`src/sv/pix2avg_pkg.sv`:
```
// ---------------------------------------------------------------------------
// pix2avg_pkg
// Shared types and constants of the 2x2 block average pixelator.
// ---------------------------------------------------------------------------
package pix2avg_pkg;

    localparam int PIX_W       = 8;
    localparam int SUM_W       = 9;
    localparam int COORD_W     = 9;
    localparam int CFG_W       = 10;
    localparam int CFG_IDX_W   = 2;
    localparam int QUEUE_DEPTH = 4;
    localparam int QPTR_W      = 2;

    typedef enum logic [CFG_IDX_W-1:0] {
        CFG_FRAME_WIDTH  = 2'd0,
        CFG_FRAME_HEIGHT = 2'd1
    } t_cfg_reg;

    typedef enum logic [1:0] {
        PH_TOP_LEFT,
        PH_TOP_RIGHT,
        PH_BOT_LEFT,
        PH_BOT_RIGHT
    } t_phase;

    typedef struct packed {
        logic [PIX_W-1:0]   value;
        logic [COORD_W-1:0] row;
        logic [COORD_W-1:0] col;
        logic               eof;
    } t_block;

endpackage

```
`src/sv/pix2avg_line_mem.sv`:
```
// ---------------------------------------------------------------------------
// pix2avg_line_mem
// Line buffer of horizontal pair sums, one write and one registered read port.
// ---------------------------------------------------------------------------
module pix2avg_line_mem #(
    parameter int DEPTH = 256,
    parameter int AW    = 8
) (
    input  logic                          i_clk,
    input  logic                          i_wr_en,
    input  logic [AW-1:0]                 i_wr_addr,
    input  logic [pix2avg_pkg::SUM_W-1:0] i_wr_data,
    input  logic                          i_rd_en,
    input  logic [AW-1:0]                 i_rd_addr,
    output logic [pix2avg_pkg::SUM_W-1:0] o_rd_data
);

    logic [pix2avg_pkg::SUM_W-1:0] r_mem [DEPTH];
    logic [pix2avg_pkg::SUM_W-1:0] r_rd_data;

    always_ff @(posedge i_clk) begin
        if (i_wr_en) begin
            r_mem[i_wr_addr] <= i_wr_data;
        end
    end

    always_ff @(posedge i_clk) begin
        if (i_rd_en) begin
            r_rd_data <= r_mem[i_rd_addr];
        end
    end

    assign o_rd_data = r_rd_data;

endmodule

```
`src/sv/pix2avg_blk_queue.sv`:
```
// ---------------------------------------------------------------------------
// pix2avg_blk_queue
// Small queue of finished blocks; expands each block into four result words.
// ---------------------------------------------------------------------------
module pix2avg_blk_queue (
    input  logic                            i_clk,
    input  logic                            i_rst_n,
    input  logic                            i_push,
    input  pix2avg_pkg::t_block             i_blk,
    output logic                            o_full,
    output logic                            o_valid,
    input  logic                            i_stall,
    output logic [pix2avg_pkg::PIX_W-1:0]   o_value,
    output logic [pix2avg_pkg::COORD_W-1:0] o_out_row,
    output logic [pix2avg_pkg::COORD_W-1:0] o_out_col,
    output logic                            o_last_of_block,
    output logic                            o_end_of_frame
);

    localparam int PW = pix2avg_pkg::QPTR_W;
    localparam int CW = pix2avg_pkg::COORD_W;

    pix2avg_pkg::t_block r_q [pix2avg_pkg::QUEUE_DEPTH];
    logic [PW-1:0]       r_wr_ptr;
    logic [PW-1:0]       r_rd_ptr;
    logic [PW:0]         r_count;
    pix2avg_pkg::t_phase r_phase;
    pix2avg_pkg::t_phase n_phase;

    logic                          r_out_valid;
    logic [pix2avg_pkg::PIX_W-1:0] r_out_value;
    logic [CW-1:0]                 r_out_row;
    logic [CW-1:0]                 r_out_col;
    logic                          r_out_last;
    logic                          r_out_eof;

    logic [CW-1:0]       n_row;
    logic [CW-1:0]       n_col;
    logic                n_last;
    logic                n_eof;
    pix2avg_pkg::t_block head;
    logic                load;
    logic                pop;

    assign head   = r_q[r_rd_ptr];
    assign o_full = (r_count == (PW+1)'(pix2avg_pkg::QUEUE_DEPTH));
    assign load   = (r_count != '0) && (!r_out_valid || !i_stall);
    assign pop    = load && (r_phase == pix2avg_pkg::PH_BOT_RIGHT);

    always_comb begin
        n_phase = r_phase;
        if (load) begin
            case (r_phase)
                pix2avg_pkg::PH_TOP_LEFT:  n_phase = pix2avg_pkg::PH_TOP_RIGHT;
                pix2avg_pkg::PH_TOP_RIGHT: n_phase = pix2avg_pkg::PH_BOT_LEFT;
                pix2avg_pkg::PH_BOT_LEFT:  n_phase = pix2avg_pkg::PH_BOT_RIGHT;
                pix2avg_pkg::PH_BOT_RIGHT: n_phase = pix2avg_pkg::PH_TOP_LEFT;
                default:                   n_phase = pix2avg_pkg::PH_TOP_LEFT;
            endcase
        end
    end

    always_comb begin
        n_row  = head.row;
        n_col  = head.col;
        n_last = 1'b0;
        n_eof  = 1'b0;
        case (r_phase)
            pix2avg_pkg::PH_TOP_LEFT: begin
                n_row = head.row - CW'(1);
                n_col = head.col - CW'(1);
            end
            pix2avg_pkg::PH_TOP_RIGHT: begin
                n_row = head.row - CW'(1);
            end
            pix2avg_pkg::PH_BOT_LEFT: begin
                n_col = head.col - CW'(1);
            end
            pix2avg_pkg::PH_BOT_RIGHT: begin
                n_last = 1'b1;
                n_eof  = head.eof;
            end
            default: begin
                n_row = head.row;
            end
        endcase
    end

    always_ff @(posedge i_clk) begin
        if (i_push) begin
            r_q[r_wr_ptr] <= i_blk;
        end
    end

    always_ff @(posedge i_clk) begin
        if (!i_rst_n) begin
            r_wr_ptr    <= '0;
            r_rd_ptr    <= '0;
            r_count     <= '0;
            r_phase     <= pix2avg_pkg::PH_TOP_LEFT;
            r_out_valid <= 1'b0;
        end else begin
            r_phase <= n_phase;
            if (i_push) begin
                r_wr_ptr <= r_wr_ptr + PW'(1);
            end
            if (pop) begin
                r_rd_ptr <= r_rd_ptr + PW'(1);
            end
            case ({i_push, pop})
                2'b10:   r_count <= r_count + (PW+1)'(1);
                2'b01:   r_count <= r_count - (PW+1)'(1);
                default: r_count <= r_count;
            endcase
            if (load) begin
                r_out_valid <= 1'b1;
            end else if (!i_stall) begin
                r_out_valid <= 1'b0;
            end
        end
    end

    always_ff @(posedge i_clk) begin
        if (load) begin
            r_out_value <= head.value;
            r_out_row   <= n_row;
            r_out_col   <= n_col;
            r_out_last  <= n_last;
            r_out_eof   <= n_eof;
        end
    end

    assign o_valid         = r_out_valid;
    assign o_value         = r_out_value;
    assign o_out_row       = r_out_row;
    assign o_out_col       = r_out_col;
    assign o_last_of_block = r_out_last;
    assign o_end_of_frame  = r_out_eof;

endmodule

```
`src/sv/pixelate_2x2_block_average.sv`:
```
// ---------------------------------------------------------------------------
// pixelate_2x2_block_average
// 2x2 average pooling of a raster-order 8-bit grayscale pixel stream.
//
//   channel   handshake                    word
//   --------  ---------------------------  -----------------------------------
//   cfg       i_cfg_valid / o_cfg_ready    i_cfg_index, i_cfg_data
//   pixel in  i_valid / o_stall            i_pixel
//   result    o_valid / i_stall            o_value, o_out_row, o_out_col,
//                                          o_last_of_block, o_end_of_frame
//
// Even rows take one pixel per cycle while o_stall is low. Each odd-row,
// odd-column pixel makes a block of four result words; the output port sends
// one word per cycle while i_stall is low, so odd rows stall once the
// four-block queue is full. A block passes the r_s1 registers, the queue
// and the output register before its first word leaves. Reset is synchronous;
// the line buffer is not cleared (rows are written before they are read).
// Upstream stalls only when a finished block cannot enter the queue.
// ---------------------------------------------------------------------------
module pixelate_2x2_block_average #(
    parameter int MAX_WIDTH  = 512,
    parameter int MAX_HEIGHT = 512
) (
    input  logic                              i_clk,
    input  logic                              i_rst_n,
    input  logic                              i_cfg_valid,
    output logic                              o_cfg_ready,
    input  logic [pix2avg_pkg::CFG_IDX_W-1:0] i_cfg_index,
    input  logic [pix2avg_pkg::CFG_W-1:0]     i_cfg_data,
    input  logic                              i_valid,
    output logic                              o_stall,
    input  logic [pix2avg_pkg::PIX_W-1:0]     i_pixel,
    output logic                              o_valid,
    input  logic                              i_stall,
    output logic [pix2avg_pkg::PIX_W-1:0]     o_value,
    output logic [pix2avg_pkg::COORD_W-1:0]   o_out_row,
    output logic [pix2avg_pkg::COORD_W-1:0]   o_out_col,
    output logic                              o_last_of_block,
    output logic                              o_end_of_frame
);

    localparam int WW = $clog2(MAX_WIDTH + 1);
    localparam int HW = $clog2(MAX_HEIGHT + 1);
    localparam int CW = $clog2(MAX_WIDTH);
    localparam int RW = $clog2(MAX_HEIGHT);
    localparam int LD = MAX_WIDTH / 2;
    localparam int AW = (LD > 1) ? $clog2(LD) : 1;
    localparam int SW = pix2avg_pkg::SUM_W;
    localparam int PXW = pix2avg_pkg::PIX_W;
    localparam int KW = pix2avg_pkg::COORD_W;
    localparam logic [WW-1:0] RST_W = WW'((MAX_WIDTH < 512) ? MAX_WIDTH : 512);
    localparam logic [HW-1:0] RST_H = HW'((MAX_HEIGHT < 512) ? MAX_HEIGHT : 512);

    logic [WW-1:0] r_width;
    logic [HW-1:0] r_height;
    logic [WW-1:0] n_width;
    logic [HW-1:0] n_height;
    logic [CW-1:0] r_col;
    logic [RW-1:0] r_row;
    logic [CW-1:0] n_col;
    logic [RW-1:0] n_row;
    logic [PXW-1:0] r_left;

    logic          r_s1_blk;
    logic [SW-1:0] r_s1_sum;
    logic [KW-1:0] r_s1_row;
    logic [KW-1:0] r_s1_col;
    logic          r_s1_eof;

    logic                cfg_wr;
    logic                cfg_hit;
    logic                acc;
    logic                wr_pair;
    logic                rd_pair;
    logic [SW-1:0]       pair_sum;
    logic [AW-1:0]       line_addr;
    logic [SW-1:0]       above;
    logic [SW:0]         total;
    logic                eof;
    logic                q_full;
    logic                push;
    pix2avg_pkg::t_block blk;

    assign o_cfg_ready = 1'b1;
    assign cfg_wr      = i_cfg_valid && o_cfg_ready;
    assign cfg_hit     = (i_cfg_index == pix2avg_pkg::CFG_FRAME_WIDTH)
                      || (i_cfg_index == pix2avg_pkg::CFG_FRAME_HEIGHT);

    always_comb begin
        if (i_cfg_data < pix2avg_pkg::CFG_W'(2)) begin
            n_width = WW'(2);
        end else if (32'(i_cfg_data) > 32'(MAX_WIDTH)) begin
            n_width = WW'(MAX_WIDTH);
        end else begin
            n_width = WW'(i_cfg_data);
        end
    end

    always_comb begin
        if (i_cfg_data < pix2avg_pkg::CFG_W'(2)) begin
            n_height = HW'(2);
        end else if (32'(i_cfg_data) > 32'(MAX_HEIGHT)) begin
            n_height = HW'(MAX_HEIGHT);
        end else begin
            n_height = HW'(i_cfg_data);
        end
    end

    assign o_stall   = r_s1_blk && q_full;
    assign acc       = i_valid && !o_stall;
    assign wr_pair   = acc && r_col[0] && !r_row[0];
    assign rd_pair   = acc && r_col[0] && r_row[0];
    assign pair_sum  = {1'b0, r_left} + {1'b0, i_pixel};
    assign line_addr = AW'(r_col >> 1);
    assign eof       = (HW'(r_row) == ((r_height & ~HW'(1)) - HW'(1)))
                    && (WW'(r_col) == ((r_width & ~WW'(1)) - WW'(1)));

    always_comb begin
        n_row = r_row;
        if (WW'(r_col) == r_width - WW'(1)) begin
            n_col = '0;
            if (HW'(r_row) == r_height - HW'(1)) begin
                n_row = '0;
            end else begin
                n_row = r_row + RW'(1);
            end
        end else begin
            n_col = r_col + CW'(1);
        end
    end

    always_ff @(posedge i_clk) begin
        if (!i_rst_n) begin
            r_width  <= RST_W;
            r_height <= RST_H;
            r_col    <= '0;
            r_row    <= '0;
            r_s1_blk <= 1'b0;
        end else begin
            if (cfg_wr) begin
                if (i_cfg_index == pix2avg_pkg::CFG_FRAME_WIDTH) begin
                    r_width <= n_width;
                end
                if (i_cfg_index == pix2avg_pkg::CFG_FRAME_HEIGHT) begin
                    r_height <= n_height;
                end
                if (cfg_hit) begin
                    r_col <= '0;
                    r_row <= '0;
                end
            end else if (acc) begin
                r_col <= n_col;
                r_row <= n_row;
            end
            if (!o_stall) begin
                r_s1_blk <= rd_pair;
            end
        end
    end

    always_ff @(posedge i_clk) begin
        if (acc && !r_col[0]) begin
            r_left <= i_pixel;
        end
        if (!o_stall && rd_pair) begin
            r_s1_sum <= pair_sum;
            r_s1_row <= KW'(r_row);
            r_s1_col <= KW'(r_col);
            r_s1_eof <= eof;
        end
    end

    pix2avg_line_mem #(
        .DEPTH (LD),
        .AW    (AW)
    ) u_line_mem (
        .i_clk     (i_clk),
        .i_wr_en   (wr_pair),
        .i_wr_addr (line_addr),
        .i_wr_data (pair_sum),
        .i_rd_en   (rd_pair),
        .i_rd_addr (line_addr),
        .o_rd_data (above)
    );

    assign total     = {1'b0, above} + {1'b0, r_s1_sum};
    assign blk.value = total[SW:2];
    assign blk.row   = r_s1_row;
    assign blk.col   = r_s1_col;
    assign blk.eof   = r_s1_eof;
    assign push      = r_s1_blk && !q_full;

    pix2avg_blk_queue u_blk_queue (
        .i_clk           (i_clk),
        .i_rst_n         (i_rst_n),
        .i_push          (push),
        .i_blk           (blk),
        .o_full          (q_full),
        .o_valid         (o_valid),
        .i_stall         (i_stall),
        .o_value         (o_value),
        .o_out_row       (o_out_row),
        .o_out_col       (o_out_col),
        .o_last_of_block (o_last_of_block),
        .o_end_of_frame  (o_end_of_frame)
    );

endmodule

```
`config.mk`:
```
export PLATFORM = sky130hd
export DESIGN_NAME = pixelate_2x2_block_average
export DESIGN_NICKNAME = d
export VERILOG_FILES = /design/src/sv/pix2avg_pkg.sv /design/src/sv/pix2avg_line_mem.sv /design/src/sv/pix2avg_blk_queue.sv /design/src/sv/pixelate_2x2_block_average.sv
export SDC_FILE = /design/constraint.sdc
export NUM_CORES = 2
export LEC_CHECK = 0
export BUFFER_PORTS_ARGS = -buffer_cell sky130_fd_sc_hd__buf_4
export CORE_ASPECT_RATIO = 1.4
export CORE_MARGIN = 1.5
export CORE_UTILIZATION = 40
export DETAILED_ROUTE_END_ITERATION = 7
export PLACE_DENSITY_LB_ADDON = 0.08
export SLEW_MARGIN = 40
export SYNTH_ARGS = -nofsm -noshare
export SYNTH_HDL_FRONTEND = slang
export SYNTH_SLANG_ARGS = --single-unit
```
`constraint.sdc`:
```
create_clock -name i_clk -period 12.5 [get_ports i_clk]
set_input_delay 1.875 -clock i_clk [delete_from_list [all_inputs] [get_ports i_clk]]
set_output_delay 1.875 -clock i_clk [all_outputs]
set_load 0.02 [all_outputs]
```
==> impl_metrics.xml <==
<?xml version="1.0" encoding="UTF-8"?>
<metrics>
  <group name="run_status">
    <metric name="status" unit="">finished, final reports clean</metric>
  </group>
  <group name="sta">
    <metric name="slew-limit-headroom" unit="">0.378</metric>
    <metric name="hold_viol" unit="">0</metric>
    <metric name="max_freq" unit="MHz">199</metric>
    <metric name="hold-worst-slack" unit="ns">0.493</metric>
    <metric name="final_report_max_slew_violation_count" unit="">0</metric>
    <metric name="grt_setup_unrepaired" unit="">false</metric>
    <metric name="post-route-period-util" unit="">0.402</metric>
    <metric name="tns" unit="ns">0</metric>
    <metric name="final-setup-viol-count" unit="">0</metric>
    <metric name="skew" unit="ns">0.0605</metric>
    <metric name="tightest_slew" unit="ns">0.907</metric>
    <metric name="min_tclk_post_route" unit="ns">5.03</metric>
  </group>
  <group name="cts">
    <metric name="numClockSinks" unit="">2536</metric>
    <metric name="cts-buffers-inserted" unit="">247</metric>
    <metric name="cts_tree" unit="">done</metric>
    <metric name="cts.hold.buffers_added" unit="">0</metric>
    <metric name="ctsLongestPathBuffers" unit="">4</metric>
    <metric name="htree_num_levels" unit="">4</metric>
    <metric name="cts_resized" unit="">0</metric>
    <metric name="cts_root_buffer" unit="">clkbuf_16</metric>
    <metric name="postCtsSetupBuffers" unit="">0</metric>
    <metric name="clock_latency" unit="ns">0.90</metric>
    <metric name="clk_pin_slew_worst_paths" unit="ns">0.06</metric>
  </group>
  <group name="grt">
    <metric name="first_global_vias" unit="">48786</metric>
    <metric name="globalRouteTotalUtil" unit="">0.221</metric>
    <metric name="grt_first_pass_wirelength" unit="mm">389</metric>
    <metric name="initial_antenna_violation_count" unit="">2</metric>
    <metric name="gr-total-overflow" unit="">0</metric>
    <metric name="grt_max_degree" unit="">171</metric>
  </group>
  <group name="placed_design">
    <metric name="routabilityCongestion" unit="">0.847</metric>
    <metric name="io_buffer_count" unit="">54</metric>
    <metric name="hpwl" unit="mm">173</metric>
    <metric name="post_dp_cell_area" unit="µm²">105000</metric>
  </group>
  <group name="synth">
    <metric name="synth_async_sr_flop_share" unit="">0</metric>
    <metric name="netlist-cell-type-count" unit="">72</metric>
    <metric name="synth-edff-count" unit="">2485</metric>
    <metric name="synth_compound_gate_area_share" unit="">0.0181</metric>
    <metric name="synth_top_area_cell" unit="">edfxtp_1</metric>
    <metric name="synthCells" unit="">4611</metric>
    <metric name="dominant_combinational_cell_family_by_area_after_synthesis" unit="">multiplexers</metric>
    <metric name="synth.area.mux_share" unit="">0.164</metric>
    <metric name="post_synth_xor_area_fraction" unit="">0.00600</metric>
    <metric name="synth_area_per_cell" unit="µm²">21.5</metric>
    <metric name="dominant_cells_by_area_after_synthesis" unit="">edfxtp_1, mux4_2, nor2_1, dfxtp_1, mux2i_1</metric>
    <metric name="post_synth_and_or_nand_nor_area_fraction" unit="">0.0306</metric>
    <metric name="netlist_area" unit="µm²">99200</metric>
    <metric name="yosys_warnings" unit="">0</metric>
    <metric name="synth_top_area_share" unit="">0.752</metric>
    <metric name="synth_nets" unit="">4671</metric>
    <metric name="synth-main-ff-cell" unit="">edfxtp_1</metric>
    <metric name="ys_ff_latch" unit="">2536</metric>
    <metric name="yosys.area_share.adder" unit="">0.00456</metric>
    <metric name="yosysSeqAreaShare" unit="">0.762</metric>
  </group>
  <group name="layout">
    <metric name="most_frequent_standard_cell_in_the_layout_excluding_fill_and_tap_cells" unit="">edfxtp_1</metric>
    <metric name="syn_to_final_growth" unit="%">13.4</metric>
    <metric name="fin_nets" unit="">4873</metric>
    <metric name="final_layout_size_suffix_gt1_frac" unit="">0.304</metric>
    <metric name="design_area" unit="µm²">112000</metric>
    <metric name="utilization" unit="">0.455</metric>
    <metric name="mostFrequentLayoutCells" unit="">edfxtp_1, mux4_2, clkbuf_16</metric>
  </group>
  <group name="floorplanning">
    <metric name="start_util" unit="">0.402</metric>
    <metric name="core-area" unit="µm²">247000</metric>
    <metric name="die_width" unit="µm">424</metric>
    <metric name="standard_cell_row_count" unit="">216</metric>
    <metric name="die_area" unit="µm²">251000</metric>
    <metric name="ioPinCount" unit="">56</metric>
    <metric name="fp.dieH" unit="µm">592</metric>
  </group>
  <group name="pwr">
    <metric name="p_per_area" unit="nW/µm²">157</metric>
    <metric name="power.leakage" unit="nW">33.2</metric>
    <metric name="worst_ir_drop_vdd" unit="mV">0.117</metric>
    <metric name="total_power" unit="mW">17.7</metric>
  </group>
  <group name="worst_hold_path">
    <metric name="hp-class" unit="">reg2reg</metric>
  </group>
  <group name="detailed_routing">
    <metric name="avgRoutedWirePerCell" unit="µm">33.6</metric>
    <metric name="drt_first_iter_violations" unit="">4069</metric>
    <metric name="drtAntennaViolNets" unit="">0</metric>
    <metric name="route.detailed.drc" unit="">0</metric>
    <metric name="first_pass_iters" unit="">5</metric>
    <metric name="detailroute.via_count" unit="">46973</metric>
    <metric name="vias_per_cell" unit="">5.68</metric>
    <metric name="postRouteWirelength" unit="mm">278</metric>
  </group>
  <group name="worst_setup_path">
    <metric name="cp_data_required_time" unit="ns">13.04</metric>
    <metric name="crit_path_start_kind" unit="">input pin</metric>
    <metric name="critPathArrivalTime" unit="ns">5.57</metric>
    <metric name="worst-path-max-fanout" unit="">71</metric>
    <metric name="timing.critical_path.to_type" unit="">flip-flop</metric>
    <metric name="timing.setup.critical_path_class" unit="">in2reg</metric>
  </group>
  <group name="run">
    <metric name="max-cap-violations" unit="">0</metric>
  </group>
</metrics>
==> per-stage QoR <==
stage | setup slack (ns) | cells
6_report | 7.47 | 8276
5_1_grt | 7.25 | 8276
4_1_cts | 6.97 | 8268
3_5_place_dp | 6.60 | 7827
3_3_place_gp | 6.47 | 7821
2_1_floorplan | 1.02 | 4611
==> path summary, 6_finish.rpt <==
check,depth (start not counted),from,end,slack [ns]
worst min-delay path,0,r_s1_col[1],u_blk_queue.r_q[1][2],0.49
worst max register to register,9,r_col[1],u_line_mem.o_rd_data[6],7.48
worst min register to register,0,r_s1_col[1],u_blk_queue.r_q[1][2],0.49
worst max-delay path,11,i_pixel[1],u_line_mem.r_mem[162][7],7.47
==> flip-flops by register name, summed over array words and instances (netlist names), 2 cells and up, named ones only <==
name,count
u_line_mem.o_rd_data,9
u_blk_queue.r_wr_ptr,2
u_line_mem.r_mem,2304
u_blk_queue.r_count,3
r_width,10
r_s1_sum,9
u_blk_queue.r_q,108
r_s1_col,9
r_col,9
u_blk_queue.r_rd_ptr,2
u_blk_queue.o_value,8
u_blk_queue.r_phase,2
r_left,8
u_blk_queue.o_out_row,9
r_height,10
r_s1_row,9
r_row,9
u_blk_queue.o_out_col,9
==> routing by layer <==
layer,track usage,up-vias,routed length [µm]
met5,0,-,0
met4,0.0654,0,8880
met3,0.0299,356,13600
met2,0.384,1250,144000
met1,0.288,25744,112000
li1,-,19623,-
==> worst max-delay path, stage by stage <==
cell and delay (ns):
buf_4 0.12, ha_1 0.29, a21o_1 0.16, a21oi_1 0.30
o21ai_0 0.14, a21oi_1 0.29, o21ai_0 0.27, xor2_4 0.18
buf_4 0.46, buf_4 0.65, buf_4 0.69
==> area by class of cell <==
| cell class | count | area [µm²] |
|---|---|---|
| Antenna cell | 1 | 2.50 |
| Clock inverter | 129 | 1120 |
| Tap cell | 3270 | 4090 |
| Multi-Input combinational cell | 1790 | 23100 |
| Fill cell | 20803 | 135000 |
| Timing Repair Buffer | 203 | 1880 |
| Inverter | 35 | 139 |
| Clock buffer | 312 | 6520 |
| Sequential cell | 2536 | 75700 |
==> power by group <==
group | switching [mW] | internal [mW] | leakage (nW)
Sequential | 0.00643 | 9.67 | 22.8
Combinational | 0.595 | 0.142 | 6.68
Clock | 3.19 | 4.07 | 3.73
==> synthesized netlist by cell type (all sizes together), types with 8 or more instances <==
| master | count |
|---|---|
| edfxtp | 2485 |
| nand3b | 8 |
| nand3 | 46 |
| a221oi | 15 |
| nor2b | 36 |
| dfxtp | 51 |
| buf | 144 |
| xnor2 | 44 |
| mux2i | 70 |
| clkbuf | 106 |
| mux4 | 687 |
| o22ai | 25 |
| a21oi | 37 |
| a22oi | 40 |
| o32ai | 9 |
| or3 | 10 |
| inv | 35 |
| xor2 | 24 |
| nand4 | 17 |
| nand2b | 10 |
| a22o | 14 |
| nor4 | 10 |
| a21boi | 25 |
| nor3 | 28 |
| and2 | 18 |
| o21ai | 27 |
| nor2 | 308 |
| nand2 | 144 |
| o221ai | 8 |
| ha | 33 |
==> cells by family after synthesis <==
kind of cell | count (synthesis)
compound gates | 251
other cells | 1
buf+inv | 285
fa+ha+maj | 35
simple gates | 671
mux | 764
flops | 2536
xor+xnor | 68
No activity file was read; power rests on OpenSTA's default activity.
